$ cat src/spua_pkg.sv
// constants and widths for the sensor packet unwrap block
package spua_pkg;

  localparam int BYTE_W  = 8;
  localparam int SIG_W   = 15;
  localparam int MAG_W   = 11;
  localparam int LEN_W   = 2;
  localparam int SUM_W   = 16;
  localparam int ROOT_W  = 16;
  localparam int REM_W   = 18;
  localparam int DREM_W  = 6;
  localparam int STEP_W  = 4;

  localparam logic [BYTE_W-1:0] HDR_SUMMARY = 8'hFE;
  localparam logic [LEN_W-1:0]  LEN_SIX     = 2'd0;
  localparam logic [LEN_W-1:0]  LEN_FIVE    = 2'd1;
  localparam logic [BYTE_W-1:0] ACC_MID     = 8'h80;
  localparam logic [BYTE_W-1:0] HI_LEVEL    = 8'd230;
  localparam logic [BYTE_W-1:0] LO_LEVEL    = 8'd25;
  localparam logic [BYTE_W-1:0] OFFSET_MIN  = 8'd127;
  localparam logic [6:0]        MAG_DIV     = 7'd44;
  localparam logic signed [BYTE_W-1:0] WRAP_MAX = 8'sd127;
  localparam logic signed [BYTE_W-1:0] WRAP_MIN = -8'sd128;

endpackage

$ cat src/sensor_packet_unwrap_accel_magnitude.sv
// sensor summary packet unwrap with serial acceleration magnitude
//
// One input word is one received packet; one output word follows for every
// input word. The input channel (in_valid/in_ready) is taken only while the
// block is idle. A summary packet (header 0xFE, six or five byte class)
// updates the held pressure level, accelerometer bytes, fall count and the
// acceleration magnitude; any other packet leaves them unchanged.
// A rejected packet goes from idle straight to the done state, which loads
// the output register. An accepted summary packet passes through a sum of
// squares on one shared multiplier, the two-bit-per-cycle square root,
// the one-bit-per-cycle divide by 44 and the load of the output register.
// The next word is taken the cycle after the output register is loaded, so
// no new packet is taken until the word for the last one is loaded.
// When the receiver stalls, the finished word waits in the output register;
// a later result waits in its done state until that register is free.
// unwrap_enable is written through cfg_write/cfg_data; the user must write
// it only while idle, which the block itself does not enforce.
// Reset (rst, synchronous) clears all held values, the wrap count, the
// offset and the initialised flag, and disables unwrapping.
module sensor_packet_unwrap_accel_magnitude (
  input  logic                        clk,
  input  logic                        rst,
  input  logic                        cfg_write,
  input  logic                        cfg_data,
  input  logic                        in_valid,
  output logic                        in_ready,
  input  logic [spua_pkg::BYTE_W-1:0] header_byte,
  input  logic [spua_pkg::BYTE_W-1:0] in_acc_x,
  input  logic [spua_pkg::BYTE_W-1:0] in_acc_y,
  input  logic [spua_pkg::BYTE_W-1:0] in_acc_z,
  input  logic [spua_pkg::BYTE_W-1:0] pressure_byte,
  input  logic [spua_pkg::BYTE_W-1:0] fall_byte,
  input  logic [spua_pkg::LEN_W-1:0]  length_class,
  output logic                        out_valid,
  input  logic                        out_ready,
  output logic [spua_pkg::SIG_W-1:0]  unwrapped_signal,
  output logic [spua_pkg::BYTE_W-1:0] out_acc_x,
  output logic [spua_pkg::BYTE_W-1:0] out_acc_y,
  output logic [spua_pkg::BYTE_W-1:0] out_acc_z,
  output logic [spua_pkg::MAG_W-1:0]  accel_magnitude,
  output logic [spua_pkg::BYTE_W-1:0] fall_total,
  output logic                        packet_valid
);
  import spua_pkg::*;

  typedef enum logic [2:0] {
    S_IDLE,
    S_SQUARE,
    S_ROOT,
    S_DIVIDE,
    S_DONE
  } state_t;

  state_t state;

  // held state
  logic                     unwrap_enable;
  logic [BYTE_W-1:0]        raw_level;
  logic [BYTE_W-1:0]        previous_level;
  logic signed [BYTE_W-1:0] wrap_count;
  logic [BYTE_W-1:0]        zero_offset;
  logic                     initialised;
  logic [BYTE_W-1:0]        held_accel [3];
  logic [MAG_W-1:0]         held_magnitude;
  logic [BYTE_W-1:0]        held_falls;

  // per word work registers
  logic              pend_valid;
  logic [SIG_W-1:0]  pend_signal;
  logic [1:0]        acc_idx;
  logic [STEP_W-1:0] step;
  logic [SUM_W-1:0]  sum_sq;
  logic [SUM_W-1:0]  src_shift;
  logic [REM_W-1:0]  root_rem;
  logic [ROOT_W-1:0] root;
  logic [DREM_W-1:0] div_rem;

  logic                     accept;
  logic                     pkt_ok;
  logic [BYTE_W-1:0]        raw_next;
  logic signed [BYTE_W-1:0] wrap_count_next;
  logic signed [16:0]       sig_full;
  logic [SIG_W-1:0]         sig_clamped;
  logic [BYTE_W-1:0]        acc_sel;
  logic [BYTE_W-1:0]        dev_abs;
  logic [SUM_W-1:0]         dev_sq;
  logic [REM_W+1:0]         root_shift;
  logic [REM_W+1:0]         root_trial;
  logic                     root_take;
  logic [DREM_W:0]          div_shift;
  logic                     div_take;
  logic                     out_free;

  assign in_ready = (state == S_IDLE);
  assign accept   = in_valid && in_ready;
  assign out_free = !out_valid || out_ready;

  // packet check and rollover tracking
  always_comb begin
    pkt_ok = (header_byte == HDR_SUMMARY) &&
             ((length_class == LEN_SIX) || (length_class == LEN_FIVE));
    raw_next = pkt_ok ? pressure_byte : raw_level;
    wrap_count_next = wrap_count;
    if (initialised && unwrap_enable) begin
      if ((raw_level >= HI_LEVEL) && (raw_next <= LO_LEVEL)) begin
        if (wrap_count < WRAP_MAX) wrap_count_next = wrap_count + 8'sd1;
      end else if ((raw_level <= LO_LEVEL) && (raw_next >= HI_LEVEL)) begin
        if (wrap_count > WRAP_MIN) wrap_count_next = wrap_count - 8'sd1;
      end
      // wraps * 255 as wraps * 256 - wraps
      sig_full = $signed({9'd0, raw_next})
               + ($signed({wrap_count_next[BYTE_W-1], wrap_count_next, 8'd0}))
               - $signed({{9{wrap_count_next[BYTE_W-1]}}, wrap_count_next})
               - $signed({9'd0, zero_offset});
    end else begin
      sig_full = $signed({9'd0, raw_next});
    end
    sig_clamped = sig_full[16] ? '0 : sig_full[SIG_W-1:0];
  end

  // one deviation square per cycle
  always_comb begin
    acc_sel = held_accel[acc_idx];
    dev_abs = acc_sel[BYTE_W-1] ? (acc_sel - ACC_MID) : (ACC_MID - acc_sel);
    dev_sq  = SUM_W'(dev_abs) * SUM_W'(dev_abs);
  end

  // root step: two radicand bits per cycle
  always_comb begin
    root_shift = {root_rem, src_shift[SUM_W-1 -: 2]};
    root_trial = {2'b00, root, 2'b01};
    root_take  = (root_shift >= root_trial);
  end

  // divide step: one quotient bit per cycle
  always_comb begin
    div_shift = {div_rem, root[ROOT_W-1]};
    div_take  = (div_shift >= MAG_DIV);
  end

  // control, held state and output register
  always_ff @(posedge clk) begin
    if (rst) begin
      state          <= S_IDLE;
      unwrap_enable  <= 1'b0;
      raw_level      <= '0;
      previous_level <= '0;
      wrap_count     <= '0;
      zero_offset    <= '0;
      initialised    <= 1'b0;
      held_accel[0]  <= '0;
      held_accel[1]  <= '0;
      held_accel[2]  <= '0;
      held_magnitude <= '0;
      held_falls     <= '0;
      out_valid      <= 1'b0;
      pend_valid     <= 1'b0;
      acc_idx        <= '0;
      step           <= '0;
    end else begin
      if (cfg_write) unwrap_enable <= cfg_data;

      // output word valid: load from the done state, clear once taken
      if ((state == S_DONE) && out_free) out_valid <= 1'b1;
      else if (out_ready) out_valid <= 1'b0;

      unique case (state)
        S_IDLE: begin
          if (accept) begin
            previous_level <= raw_level;
            raw_level      <= raw_next;
            wrap_count     <= wrap_count_next;
            pend_signal    <= sig_clamped;
            pend_valid     <= pkt_ok;
            if (!initialised) begin
              if (raw_next > OFFSET_MIN) zero_offset <= raw_next;
              initialised <= 1'b1;
            end
            if (pkt_ok) begin
              held_accel[0] <= in_acc_x;
              held_accel[1] <= in_acc_y;
              held_accel[2] <= in_acc_z;
              held_falls    <= (length_class == LEN_SIX) ? fall_byte : '0;
              sum_sq        <= '0;
              acc_idx       <= '0;
              state         <= S_SQUARE;
            end else begin
              state <= S_DONE;
            end
          end
        end
        S_SQUARE: begin
          if (acc_idx == 2'd2) begin
            src_shift <= sum_sq + dev_sq;
            root_rem  <= '0;
            root      <= '0;
            step      <= '0;
            state     <= S_ROOT;
          end else begin
            sum_sq <= sum_sq + dev_sq;
          end
          acc_idx <= acc_idx + 2'd1;
        end
        S_ROOT: begin
          src_shift <= {src_shift[SUM_W-3:0], 2'b00};
          if (root_take) begin
            root_rem <= REM_W'(root_shift - root_trial);
            root     <= {root[ROOT_W-2:0], 1'b1};
          end else begin
            root_rem <= root_shift[REM_W-1:0];
            root     <= {root[ROOT_W-2:0], 1'b0};
          end
          step <= step + STEP_W'(1);
          if (step == '1) begin
            div_rem <= '0;
            state   <= S_DIVIDE;
          end
        end
        S_DIVIDE: begin
          if (div_take) begin
            div_rem <= DREM_W'(div_shift - MAG_DIV);
            root    <= {root[ROOT_W-2:0], 1'b1};
          end else begin
            div_rem <= div_shift[DREM_W-1:0];
            root    <= {root[ROOT_W-2:0], 1'b0};
          end
          step <= step + STEP_W'(1);
          if (step == '1) begin
            state <= S_DONE;
          end
        end
        S_DONE: begin
          if (out_free) begin
            unwrapped_signal <= pend_signal;
            out_acc_x        <= held_accel[0];
            out_acc_y        <= held_accel[1];
            out_acc_z        <= held_accel[2];
            fall_total       <= held_falls;
            packet_valid     <= pend_valid;
            if (pend_valid) begin
              held_magnitude  <= root[MAG_W-1:0];
              accel_magnitude <= root[MAG_W-1:0];
            end else begin
              accel_magnitude <= held_magnitude;
            end
            state <= S_IDLE;
          end
        end
        default: state <= S_IDLE;
      endcase
    end
  end

endmodule

$ cat config.mk
export PLATFORM = sky130hd
export DESIGN_NAME = sensor_packet_unwrap_accel_magnitude
export DESIGN_NICKNAME = d
export VERILOG_FILES = /design/src/spua_pkg.sv /design/src/sensor_packet_unwrap_accel_magnitude.sv
export SDC_FILE = /design/constraint.sdc
export NUM_CORES = 1
export LEC_CHECK = 0
export BUFFER_PORTS_ARGS = -buffer_cell sky130_fd_sc_hd__buf_2
export CAP_MARGIN = 20
export CORE_MARGIN = 2
export CORE_UTILIZATION = 55
export CTS_CLUSTER_SIZE = 8
export DETAILED_ROUTE_END_ITERATION = 10
export MAX_ROUTING_LAYER = met4
export PLACE_DENSITY = 0.86
export SLEW_MARGIN = 30
export SYNTH_ARGS = -nofsm -noshare
export SYNTH_HDL_FRONTEND = slang
export SYNTH_SLANG_ARGS = --single-unit
export TNS_END_PERCENT = 20
$ cat constraint.sdc
create_clock -name clk -period 5.8 [get_ports clk]
set_input_delay 0 -clock clk [delete_from_list [all_inputs] [get_ports clk]]
set_output_delay 0 -clock clk [all_outputs]
set_load 0.01 [all_outputs]
# == Word-level counts from Yosys, hierarchy flattened ==
# Memories as Yosys holds them, arrays and structs flattened. A register that Yosys moved wholly into a read port is not among the register bits.
# Index checks and enable logic that the tools add are counted.
# word_totals
register_bits,178
latchBits,0
mem_bits_rw,24
romBits,0
inputBits,56
output_inout_bits,61
word_cells,152
memories,1
# mem_list
name,words,word_bits,read_ports,rd_ports_with_merged_regs,write_ports,line,text
held_accel,3,8,4,4,3,sensor_packet_unwrap_accel_magnitude.sv:63,logic [BYTE_W-1:0] held_accel [3];
# op_classes
n_addsub,12
n_mul,1
div,0
order_cmp,9
n_eq_ne,15
n_shift,0
mux,52
bitwise_logic,6
reduce_logical,33
# ops
cell,count
8-bit 2-to-1 mux,11
16-bit 2-to-1 mux,5
16-bit one-hot mux with 2 select lines,2
16-bit one-hot mux with 3 select lines,1
18-bit 2-to-1 mux,2
18-bit one-hot mux with 2 select lines,1
3-bit AND reduction,8
20-bit by 18-bit >= comparator with 1-bit output,1
3-bit 2-to-1 mux,6
18-bit subtractor,1
9-bit by 16-bit adder with 17-bit output,1
17-bit 2-to-1 mux,1
17-bit by 8-bit subtractor with 17-bit output,1
17-bit by 9-bit subtractor with 17-bit output,1
16-bit adder,1
"8-bit >= comparator, second input constant",2
"8-bit by 5-bit <= comparator with 1-bit output, second input constant",2
8-bit by 8-bit multiplier with 16-bit output,1
3-bit one-hot mux with 5 select lines,1
6-bit 2-to-1 mux,2
6-bit one-hot mux with 2 select lines,1
1-bit 2-to-1 mux,11
11-bit 2-to-1 mux,1
"2-bit inequality test, second input constant",5
36 further kinds,59

# == Depth between registers and ports, before layout ==
# Gate-level depths: netlist of the first run.
# depth
ltp_word,14
ltp_mapped,25
ltp_nobuf,24

# == Worst setup path after synthesis of the first run ==
# No wires, ideal clock.
# synth_path
path_kind,register to register
startpoint,reg (tool-made name)
endpoint,reg src_shift[14] (data pin)
arrival_time_ns,5.269
setup_slack_ns,0.263
path_stages_with_launch,23
period_less_slack_ns,5.537
cell_sequence,dfxtp_1 -> buf_6 -> mux2_4 -> mux2i_2 -> nand2_1 -> o31ai_1 -> xor2_1 -> nand2_1 -> fa_1 -> inv_1 -> fa_1 -> fa_1 -> inv_1 -> fa_1 -> inv_1 -> ha_1 -> inv_1 -> o21ba_2 -> o21ai_0 -> a41oi_1 -> a21oi_1 -> xnor2_1 -> o21ai_0
# synth_rtl
element,line,text
"end signal, assigned",sensor_packet_unwrap_accel_magnitude.sv:194,src_shift <= sum_sq + dev_sq;
"end signal, assigned",sensor_packet_unwrap_accel_magnitude.sv:205,"src_shift <= {src_shift[SUM_W-3:0], 2'b00};"
"end, declared",sensor_packet_unwrap_accel_magnitude.sv:73,logic [SUM_W-1:0] src_shift;

==> impl_results.md, run 1 <==
* First-pass GRT wire length at 49,870 microns
* Commonest non-fill, non-tap cell in the layout: edfxtp_1
* #FFs+latches synth at 228
* Setup Skew at 0.02371 ns
* Placed insts at 1,669
* Die height at 159.1 microns
* Max_slew headroom at 34.72%
* CTS tree: built
* MaxCap Viol Count at 0
* Gate power share at 25.7%
* Top FF cell, synth: edfxtp_1
* Final-report max-slew violation count at 0
* RSZ-0062 raised after global routing: true
* Num rows at 56
* Syn Std Cell Area at 13,230 sq um
* Max Freq at 165.1 MHz
* Final Setup Violations at 11
* Fin util at 68.69%
* Width of the die at 159.1 microns
* Ratio of cells with drive above 1 in the final layout at 19.55%
* CP max-delay cell: fa_1
* WL/cell at 18.51 microns
* DRT Pass-1 Iters at 5
* Clk Latency, worst-skew pair at 0.52 ns
* Largest net degree at the start of global routing at 54
* H-tree Lvls at 2
* Detailed Place HPWL at 20,500 microns
* Sequential area share after synthesis at 47.35%
* Final WL at 33,220 microns
* Switching power at 0.001475 W
* # IOs at 117
* Layout area overhead at 22.19%
* Clock sinks at 228
* Clk pwr share at 36.9%
* GPL Wtd Cong at 0.9306
* Sw Share at 29.92%
* Worst hold slack at 0.02022 ns
* Synth async-reset ratio at 0%
* Vias per cell at 5.711
* CP top delay family: adder cells
* All-layer global routing usage at 24.89%
* EDFF count, synth at 170
* Failing checks: setup timing
* Worst min path class: input port to register
* Critical path arrival at 6.31 ns
* DR iter-0 viols at 970
* Initial antenna violation count at 2
* Vias in the first global route at 10,140
* DRC at 0
* Post-route setup slack at -0.2586 ns
* Starting Density at 56.21%
* Leakage at 6.855 nW
* Die area at 25,320 sq um
* Kind of critical path: register to register
* Final clock period utilization by the worst path at 104.5%
* Status: finished with violations
* CP endpoint kind: register
* Clk root buf: clkbuf_16
* Routed via count at 10,246
* Startpoint Class: register
* Most frequent cells in the layout: edfxtp_1, inv_1, nor2_1, buf_2, ha_1
* Peak VDD IR at 0.2583 mV
* Final net count at 1,633
* Cell internal pwr at 0.003454 W
* Tmin final at 6.059 ns
* CP bufs+invs at 6
* DP Worst Slack at -0.03344 ns
* Total gr overflow at 0
* Clock tree buffer depth at 3
* Post-DRT Antenna Nets at 0
* Avg Synthesized Cell Area at 10.63 sq um
* Final non-filler cell total at 1,794
* Total Power at 0.004929 W
* Mapped Cells at 1,245
* Synth Warn # at 0
* R2R Setup Slk at -0.26 ns
* PortBufs at 116
* Cts bufs inserted at 34
* Core ar. at 23,540 sq um
* Fin. Hold Viols at 0
* Clock slew at reported path FFs at 0.06 ns
* WP data required at 6.05 ns
* Sequential Power Share at 37.4%
* CP max FO at 8
* Least-Margin Pin Slew at 0.9781 ns
* Pwr/cell area at 304.8 nW/um^2
* Cell variety after synth at 67
* CP max stage delay at 0.50 ns
[sequential cells by signal, indices dropped and copies added (netlist names), 11 cells and up, named ones only]
signal and count:
unwrapped_signal 15, src_shift 16, root_rem 18, pend_signal 15, root 16, sum_sq 16, held_magnitude 11, held_accel 24
accel_magnitude 11
[worst register-to-register path, stage by stage (launching register included)]
cell	delay, ns
dfxtp_2	0.34
buf_12	0.13
mux2_4	0.31
mux2i_4	0.20
buf_4	0.16
nand3_1	0.11
and2_4	0.21
xnor2_4	0.22
buf_6	0.16
and2_1	0.24
fa_1	0.45
ha_1	0.33
ha_1	0.31
inv_1	0.08
fa_1	0.50
inv_1	0.09
ha_1	0.20
inv_1	0.08
fa_2	0.36
nor2b_1	0.15
o21a_1	0.19
o21ai_2	0.09
a21oi_2	0.16
nand4_1	0.20
a31oi_2	0.27
xnor2_1	0.18
a21oi_1	0.10
[cells in the mapped netlist, drive strengths merged, types with 13 or more instances]
| library cell | n | area, sq um |
|---|---|---|
| edfxtp | 170 | 5105 |
| inv | 148 | 555.5 |
| nor2 | 137 | 514.2 |
| ha | 83 | 1039 |
| nand2 | 79 | 299.0 |
| a21oi | 69 | 349.1 |
| dfxtp | 58 | 1161 |
| mux2i | 47 | 511.7 |
| fa | 45 | 900.9 |
| o21ai | 42 | 210.2 |
| and2 | 38 | 237.7 |
| xnor2 | 33 | 289.0 |
| clkbuf | 27 | 101.4 |
| nor3 | 24 | 125.1 |
| xor2 | 24 | 210.2 |
| a211oi | 21 | 157.7 |
| nand3 | 20 | 100.1 |
| mux2 | 17 | 206.5 |
| buf | 13 | 68.81 |
[area by class of cell]
type                       instances  area, sq um
sequential                       228         6267
fill                            1559         7372
inverter                         148        558.0
timing repair buffer             204         1388
clock inverter                     4        38.79
antenna                            2        5.005
multi-input combinational        833         6581
clock buffer                      56        933.4
tap                              319        399.1
[metrics by stage]
step / setup TNS (ns) / instance area [sq um]
2_1_floorplan: 0 / 13250
3_3_place_gp: 0 / 14300
3_5_place_dp: -0.07244 / 14320
4_1_cts: -0.01155 / 15770
5_1_grt: -3.501 / 16170
6_report: -1.167 / 16170
[metal layers]
metal / share of wire [%] / global-route usage (%) / vias to the layer above
met5: 0 / - / -
met4: 4.5 / 9.835 / 0
met3: 6.6 / 3.725 / 131
met2: 50 / 42.15 / 481
met1: 39 / 30.12 / 4902
li1: - / - / 4732
[cells by family (layout without fill, tap and decap cells)]
logic type	Yosys count	after routing	synth area share, %
flops	228	228	47.35
buf+inv	188	412	5.484
simple gates	371	371	13.48
compound gates	207	207	9.776
mux	64	64	5.427
other cells	2	8	0.05675
xor+xnor	57	57	3.772
fa+ha+maj	128	128	14.65
[power by group through the flow]
stage	registers, W	clock network, W	logic [W]
finish	0.00185	0.00182	0.00127
global route	0.00185	0.00190	0.00138
CTS	0.00184	0.00182	0.00104
global placement	0.00187	0	0.000951
detailed placement	0.00187	0	0.000994
floorplan	0.00188	0	0.000754
[repair_timing]
action	in CTS	in global routing
setup buffers	2	17
gates resized for setup	7	60
hold buffers	44	0
cloned	0	0
hold endpoints to repair	36	0
endpoints found under the setup margin	6	30
pin swaps	1	33
[final timing paths]
check,startpoint,to,cells after the start
setup / recovery,register,src_shift[15]$_DFFE_PP_,26
setup reg to reg,register,src_shift[15]$_DFFE_PP_,26
hold / removal,pressure_byte[1],raw_level[1]$_SDFFE_PP0P_,3
hold reg to reg,pend_signal[9]$_SDFFCE_PP0P_,unwrapped_signal[9]$_DFFE_PP_,0
Power figures use the tool's default switching activity.
==> run 2: changes to the inputs <==
--- a/config.mk
+++ b/config.mk
@@ -8,12 +8,12 @@
 export BUFFER_PORTS_ARGS = -buffer_cell sky130_fd_sc_hd__buf_2
 export CAP_MARGIN = 20
 export CORE_MARGIN = 2
-export CORE_UTILIZATION = 55
+export CORE_UTILIZATION = 60
+export CTS_BUF_LIST = sky130_fd_sc_hd__clkbuf_4
 export CTS_CLUSTER_SIZE = 8
 export DETAILED_ROUTE_END_ITERATION = 10
 export MAX_ROUTING_LAYER = met4
-export PLACE_DENSITY = 0.86
-export SLEW_MARGIN = 30
+export PLACE_DENSITY = 0.89
 export SYNTH_ARGS = -nofsm -noshare
 export SYNTH_HDL_FRONTEND = slang
 export SYNTH_SLANG_ARGS = --single-unit
==> constraint.sdc (replaced) <==
create_clock -name clk -period 6.3 [get_ports clk]
set_input_delay 0 -clock clk [delete_from_list [all_inputs] [get_ports clk]]
set_output_delay 0 -clock clk [all_outputs]
set_load 0.01 [all_outputs]
==> impl_results.md, run 2 (synthesis gave the netlist of run 1 again) <==
* Core ar. at 21,760 sq um
* Fill cells at 1,479
* Cts bufs inserted at 58
* Starting Density at 60.83%
* Largest net degree at the start of global routing at 59
* Fin area at 15,610 sq um
* Largest regs: held_accel (24), root_rem (18)
* Final non-filler cell total at 1,787
* H-tree Lvls at 2
* Commonest non-fill, non-tap cell in the layout: edfxtp_1
* Setup Skew at 0.04513 ns
* Max reg flops at 24
* DRT Pass-1 Iters at 5
* Final-report max-slew violation count at 0
* Post-DRT Antenna Nets at 0
* Leakage at 6.727 nW
* Final Setup Violations at 0
* Critical path arrival at 6.53 ns
* All-layer global routing usage at 28.83%
* Final net count at 1,645
* Most frequent cells in the layout: edfxtp_1, inv_1, nor2_1, buf_2, clkbuf_4
* First-pass GRT wire length at 52,790 microns
* Die area at 23,260 sq um
* Vias in the first global route at 10,565
* DR iter-0 viols at 867
* Clock sinks at 228
* Peak VDD IR at 0.2046 mV
* Total gr overflow at 0
* MaxCap Viol Count at 0
* Max_slew headroom at 37.50%
* Fin. Hold Viols at 0
* Max Freq at 164.2 MHz
* Post-placement cell area at 14,180 sq um
* # IOs at 117
* Post-CTS setup buffers at 0
* WP data required at 6.74 ns
* Startpoint Class: register
* Clk Latency, worst-skew pair at 0.73 ns
* Num rows at 54
* CP max FO at 8
* PortBufs at 116
* Die height at 152.5 microns
* Layout area overhead at 17.98%
* Total Power at 0.004113 W
* Multi-input logic area at 6327 sq um
* Kind of critical path: register to register
* Clock slew at reported path FFs at 0.07 ns
* Clk root buf: clkbuf_4
* Clock tree buffer depth at 3
* Hold path startpoint: in_acc_x[6]
* Detailed Place HPWL at 20,910 microns
* DRC at 0
* CTS tree: built
* Ratio of cells with drive above 1 in the final layout at 18.13%
* Reg with most FFs: held_accel
* Vias per cell at 5.825
* Pwr/cell area at 263.4 nW/um^2
* Status: finished, final reports clean
* Routed via count at 10,409
* Width of the die at 152.5 microns
* Initial antenna violation count at 1
* Fin util at 71.77%
* Worst min path class: input port to register
* Least-Margin Pin Slew at 0.9325 ns
* GPL Wtd Cong at 0.9071
* Final clock period utilization by the worst path at 96.66%
* Sequential Area at 6274 sq um
* Tmin final at 6.089 ns
* WL/cell at 18.33 microns
* Placed insts at 1,623
* Final WL at 32,760 microns
* CP endpoint kind: register
## run 2: changes by cell type in the layout (fill, tap and decap cells not counted), sizes merged
cell | before | now
buf | 160 | 135
clkinv | 2 | 17
dlygate4sd3 | 44 | 57
bufinv | 0 | 3
clkinvlp | 0 | 1
clkbuf | 56 | 84
inv | 150 | 148
diode | 2 | 1
## run 2: report_power, final
part           switching (W)  internal, W  total, W
sequential         0.0000221      0.00167   0.00170
combinational       0.000610     0.000413   0.00102
clock               0.000659     0.000735   0.00139
## run 2: area by class of cell
class                      count  share of cell area [%]
multi-input combinational    833                   40.52
sequential                   228                   40.18
timing repair buffer         192                   8.390
clock buffer                  84                   4.039
inverter                     148                   3.558
tap                          280                   2.244
clock inverter                21                   1.050
antenna                        1                 0.01603
## run 2: critical path: stages, from the launching register on
cell and delay, ns:
dfxtp_4 0.43, mux2_4 0.33, mux2i_4 0.17, ha_1 0.21, nand3_1 0.15, nand2_1 0.20, xnor2_4 0.18, and2_1 0.22
inv_1 0.07, fa_1 0.51, inv_1 0.06, fa_1 0.48, ha_1 0.31, inv_1 0.06, fa_1 0.54, inv_1 0.04
ha_1 0.31, nor2b_1 0.24, o21a_1 0.20, o21ai_0 0.12, a21oi_1 0.26, nand4_1 0.20, a31oi_1 0.24, xnor2_1 0.17
a21oi_1 0.10
## run 2: what timing repair did
item	4_1_cts	5_1_grt
setup endpoints to repair	1	9
hold endpoints to repair	84	0
resized for setup	1	12
hold buffers	57	0
## run 2: per-stage QoR
stage	TNS, ns	setup WS [ns]	hold slack (ns)
finish	0	0.2107	0.1164
CTS	0	0.05005	0.09830
detailed placement	0	0.08581	0.2198
global placement	0	0.3747	0.2099
global route	-0.03710	-0.03710	0.08264
floorplan	0	0.7634	0.1257
## run 2: path summary, 6_finish.rpt
kind	slack [ns]	depth (start not counted)	endpoint
max reg2reg	0.21	24	src_shift[15]$_DFFE_PP_
min	0.12	3	held_accel[0][6]$_SDFFCE_PN0P_
min reg2reg	0.42	0	unwrapped_signal[10]$_DFFE_PP_
max	0.21	24	src_shift[15]$_DFFE_PP_
## run 2: routing by layer
metal / global-route usage, % / part of all wire [%] / wire length, microns / vias to the layer above
li1: - / - / - / 4788
met1: 33.98 / 38 / 12560 / 4957
met2: 47.98 / 50 / 16230 / 514
met3: 5.063 / 7.1 / 2323 / 150
met4: 14.46 / 5.0 / 1645 / 0
met5: - / 0 / 0 / -
==> run 3: changes to the inputs <==
--- a/config.mk
+++ b/config.mk
@@ -7,13 +7,15 @@
 export LEC_CHECK = 0
 export BUFFER_PORTS_ARGS = -buffer_cell sky130_fd_sc_hd__buf_2
 export CAP_MARGIN = 20
+export CELL_PAD_IN_SITES_DETAIL_PLACEMENT = 1
+export CELL_PAD_IN_SITES_GLOBAL_PLACEMENT = 1
 export CORE_MARGIN = 2
-export CORE_UTILIZATION = 60
+export CORE_UTILIZATION = 53
 export CTS_BUF_LIST = sky130_fd_sc_hd__clkbuf_4
 export CTS_CLUSTER_SIZE = 8
 export DETAILED_ROUTE_END_ITERATION = 10
 export MAX_ROUTING_LAYER = met4
-export PLACE_DENSITY = 0.89
+export PLACE_DENSITY = 0.95
 export SYNTH_ARGS = -nofsm -noshare
 export SYNTH_HDL_FRONTEND = slang
 export SYNTH_SLANG_ARGS = --single-unit
==> constraint.sdc (replaced) <==
create_clock -name clk -period 7.8 [get_ports clk]
set_input_delay 0 -clock clk [delete_from_list [all_inputs] [get_ports clk]]
set_output_delay 0 -clock clk [all_outputs]
set_load 0.01 [all_outputs]
==> impl_results.md, run 3 (synthesis gave the netlist of run 1 again) <==
* Status: finished, final reports clean
* Detailed Place HPWL at 27,540 microns
* WL/cell at 27.43 microns
* DRC at 0
* Post-CTS setup buffers at 0
* R2R Setup Slk at 0.55 ns
* FF-to-FF path depth at 24
* Final net count at 1,639
* Final WL at 50,080 microns
* Fill cells at 2,645
* Worst Setup EP: src_shift[12]$_DFFE_PP_
* Least-Margin Pin Slew at 1.014 ns
* Total Power at 0.003480 W
* Cts bufs inserted at 59
* Final-report max-slew violation count at 0
* Peak VDD IR at 0.1409 mV
* H-tree Lvls at 2
* Clk Latency, worst-skew pair at 0.79 ns
* Vias per cell at 6.309
* Stages on worst setup path at 24
* CP max stage delay at 0.81 ns
* Critical R2R Capture: src_shift[12]$_DFFE_PP_
* Setup Skew at 0.1276 ns
* Most frequent cells in the layout: edfxtp_1, inv_1, nor2_1, buf_2, clkbuf_4
* Num rows at 57
* Post-DRT Antenna Nets at 0
* Leakage at 6.688 nW
* Max reg flops at 24
* TNS Setup at 0 ns
* PortBufs at 116
* Layout area overhead at 17.52%
* Starting Density at 54.26%
* Max Freq at 137.9 MHz
* Largest net degree at the start of global routing at 58
* DR iter-0 viols at 1,370
* Worst min path class: input port to register
* Tmin final at 7.253 ns
* Commonest non-fill, non-tap cell in the layout: edfxtp_1
* Kind of critical path: register to register
* # IOs at 117
* Startpoint Class: register
* Clk root buf: clkbuf_4
* Die height at 162.0 microns
* Vias in the first global route at 12,828
* Fin. Hold Viols at 0
* CP max-delay cell: dfxtp_1
* Critical path arrival at 7.68 ns
* DRT Pass-1 Iters at 6
* Crit path cell chain: nand2_1 > o21a_1 > ha_1 > nand2b_1 > xor2_1 > inv_1 > nor2_1 > ha_1 > inv_1 > fa_1 > inv_1 > ha_1 > inv_1 > fa_1 > inv_1 > ha_1 > a21o_1 > a21oi_1 > o21ba_2 > o21ai_0 > a41oi_1 > nor2b_1 > xor2_1 > o21ai_0
* Clock tree buffer depth at 3
* Clock slew at reported path FFs at 0.08 ns
* MaxCap Viol Count at 0
* Core ar. at 24,390 sq um
* CTS tree: built
* Total gr overflow at 0
* Pwr/cell area at 223.8 nW/um^2
* CP max FO at 10
* Ratio of cells with drive above 1 in the final layout at 17.93%
* CP top delay family: adder cells
* All-layer global routing usage at 39.57%
* Final Setup Violations at 0
* GPL Wtd Cong at 0.8742
* Largest regs: held_accel (24), root_rem (18)
* First-pass GRT wire length at 76,300 microns
* Most used cell, CP: inv_1
* Die area at 26,250 sq um
* Clock sinks at 228
* Post-cts sizing count at 0
* Initial antenna violation count at 3
* Width of the die at 162.0 microns
* Reg with most FFs: held_accel
* CP endpoint kind: register
* Max_slew headroom at 32.42%
* WP data required at 8.23 ns
* Final clock period utilization by the worst path at 92.99%
* Routed via count at 11,520
* Hold Buf Count CTS at 56
* Worst hold slack at 0.1184 ns
* CP bufs+invs at 5
* RSZ-0062 raised after global routing: false
[run 3: worst reg2reg max path, delay by kind of cell (launching register included)]
| kind | cells | cell delay [ns] |
|---|---|---|
| simple gates | 4 | 0.93 |
| buf+inv | 5 | 0.58 |
| compound gates | 7 | 1.57 |
| fa+ha+maj | 6 | 2.29 |
| xor+xnor | 2 | 0.76 |
| flops | 1 | 0.81 |
[run 3: worst min-delay path by stage]
stage	from	end	cells after the start
2_1_floorplan	fall_byte[0]	held_falls[0]$_SDFFE_PP0P_	1
3_3_place_gp	fall_byte[4]	held_falls[4]$_SDFFE_PP0P_	2
3_5_place_dp	fall_byte[5]	held_falls[5]$_SDFFE_PP0P_	2
4_1_cts	header_byte[0]	pend_valid$_SDFFE_PP0P_	6
5_1_grt	in_acc_y[2]	held_accel[1][2]$_SDFFCE_PN0P_	3
6_report	in_acc_y[4]	held_accel[1][4]$_SDFFCE_PN0P_	3
[run 3: layout make-up]
cell class / instances / area (sq um) / area share, %
Multi-Input combinational cell: 833 / 6291 / 40.45
Sequential cell: 228 / 6266 / 40.29
Timing Repair Buffer: 185 / 1266 / 8.142
Clock buffer: 95 / 713.2 / 4.586
Inverter: 148 / 555.5 / 3.572
Tap cell: 324 / 405.4 / 2.607
Clock inverter: 11 / 50.05 / 0.3218
Antenna cell: 2 / 5.005 / 0.03218
[run 3: power by group]
| part | switching, W | internal (W) | total, W |
|---|---|---|---|
| Clock | 0.000613 | 0.000549 | 0.00116 |
| Sequential | 0.0000224 | 0.00135 | 0.00137 |
| Combinational | 0.000602 | 0.000341 | 0.000943 |
[run 3: per-layer routing]
layer / GRT usage [%] / share of wire (%)
met5: - / 0
met4: 26.75 / 8.0
met3: 7.610 / 6.8
met2: 68.97 / 51
met1: 40.42 / 34
[run 3: per-stage QoR]
step | setup WS, ns | cell area (sq um) | instances | utilization [%]
final | 0.5472 | 15550 | 1826 | 63.76
after global routing | 0.1668 | 15550 | 1826 | 63.76
after CTS | 0.8981 | 15540 | 1823 | 63.70
after detailed placement | 1.216 | 14210 | 1661 | 58.27
after global placement | 1.637 | 14170 | 1659 | 58.11
after floorplan | 2.263 | 13250 | 1249 | -
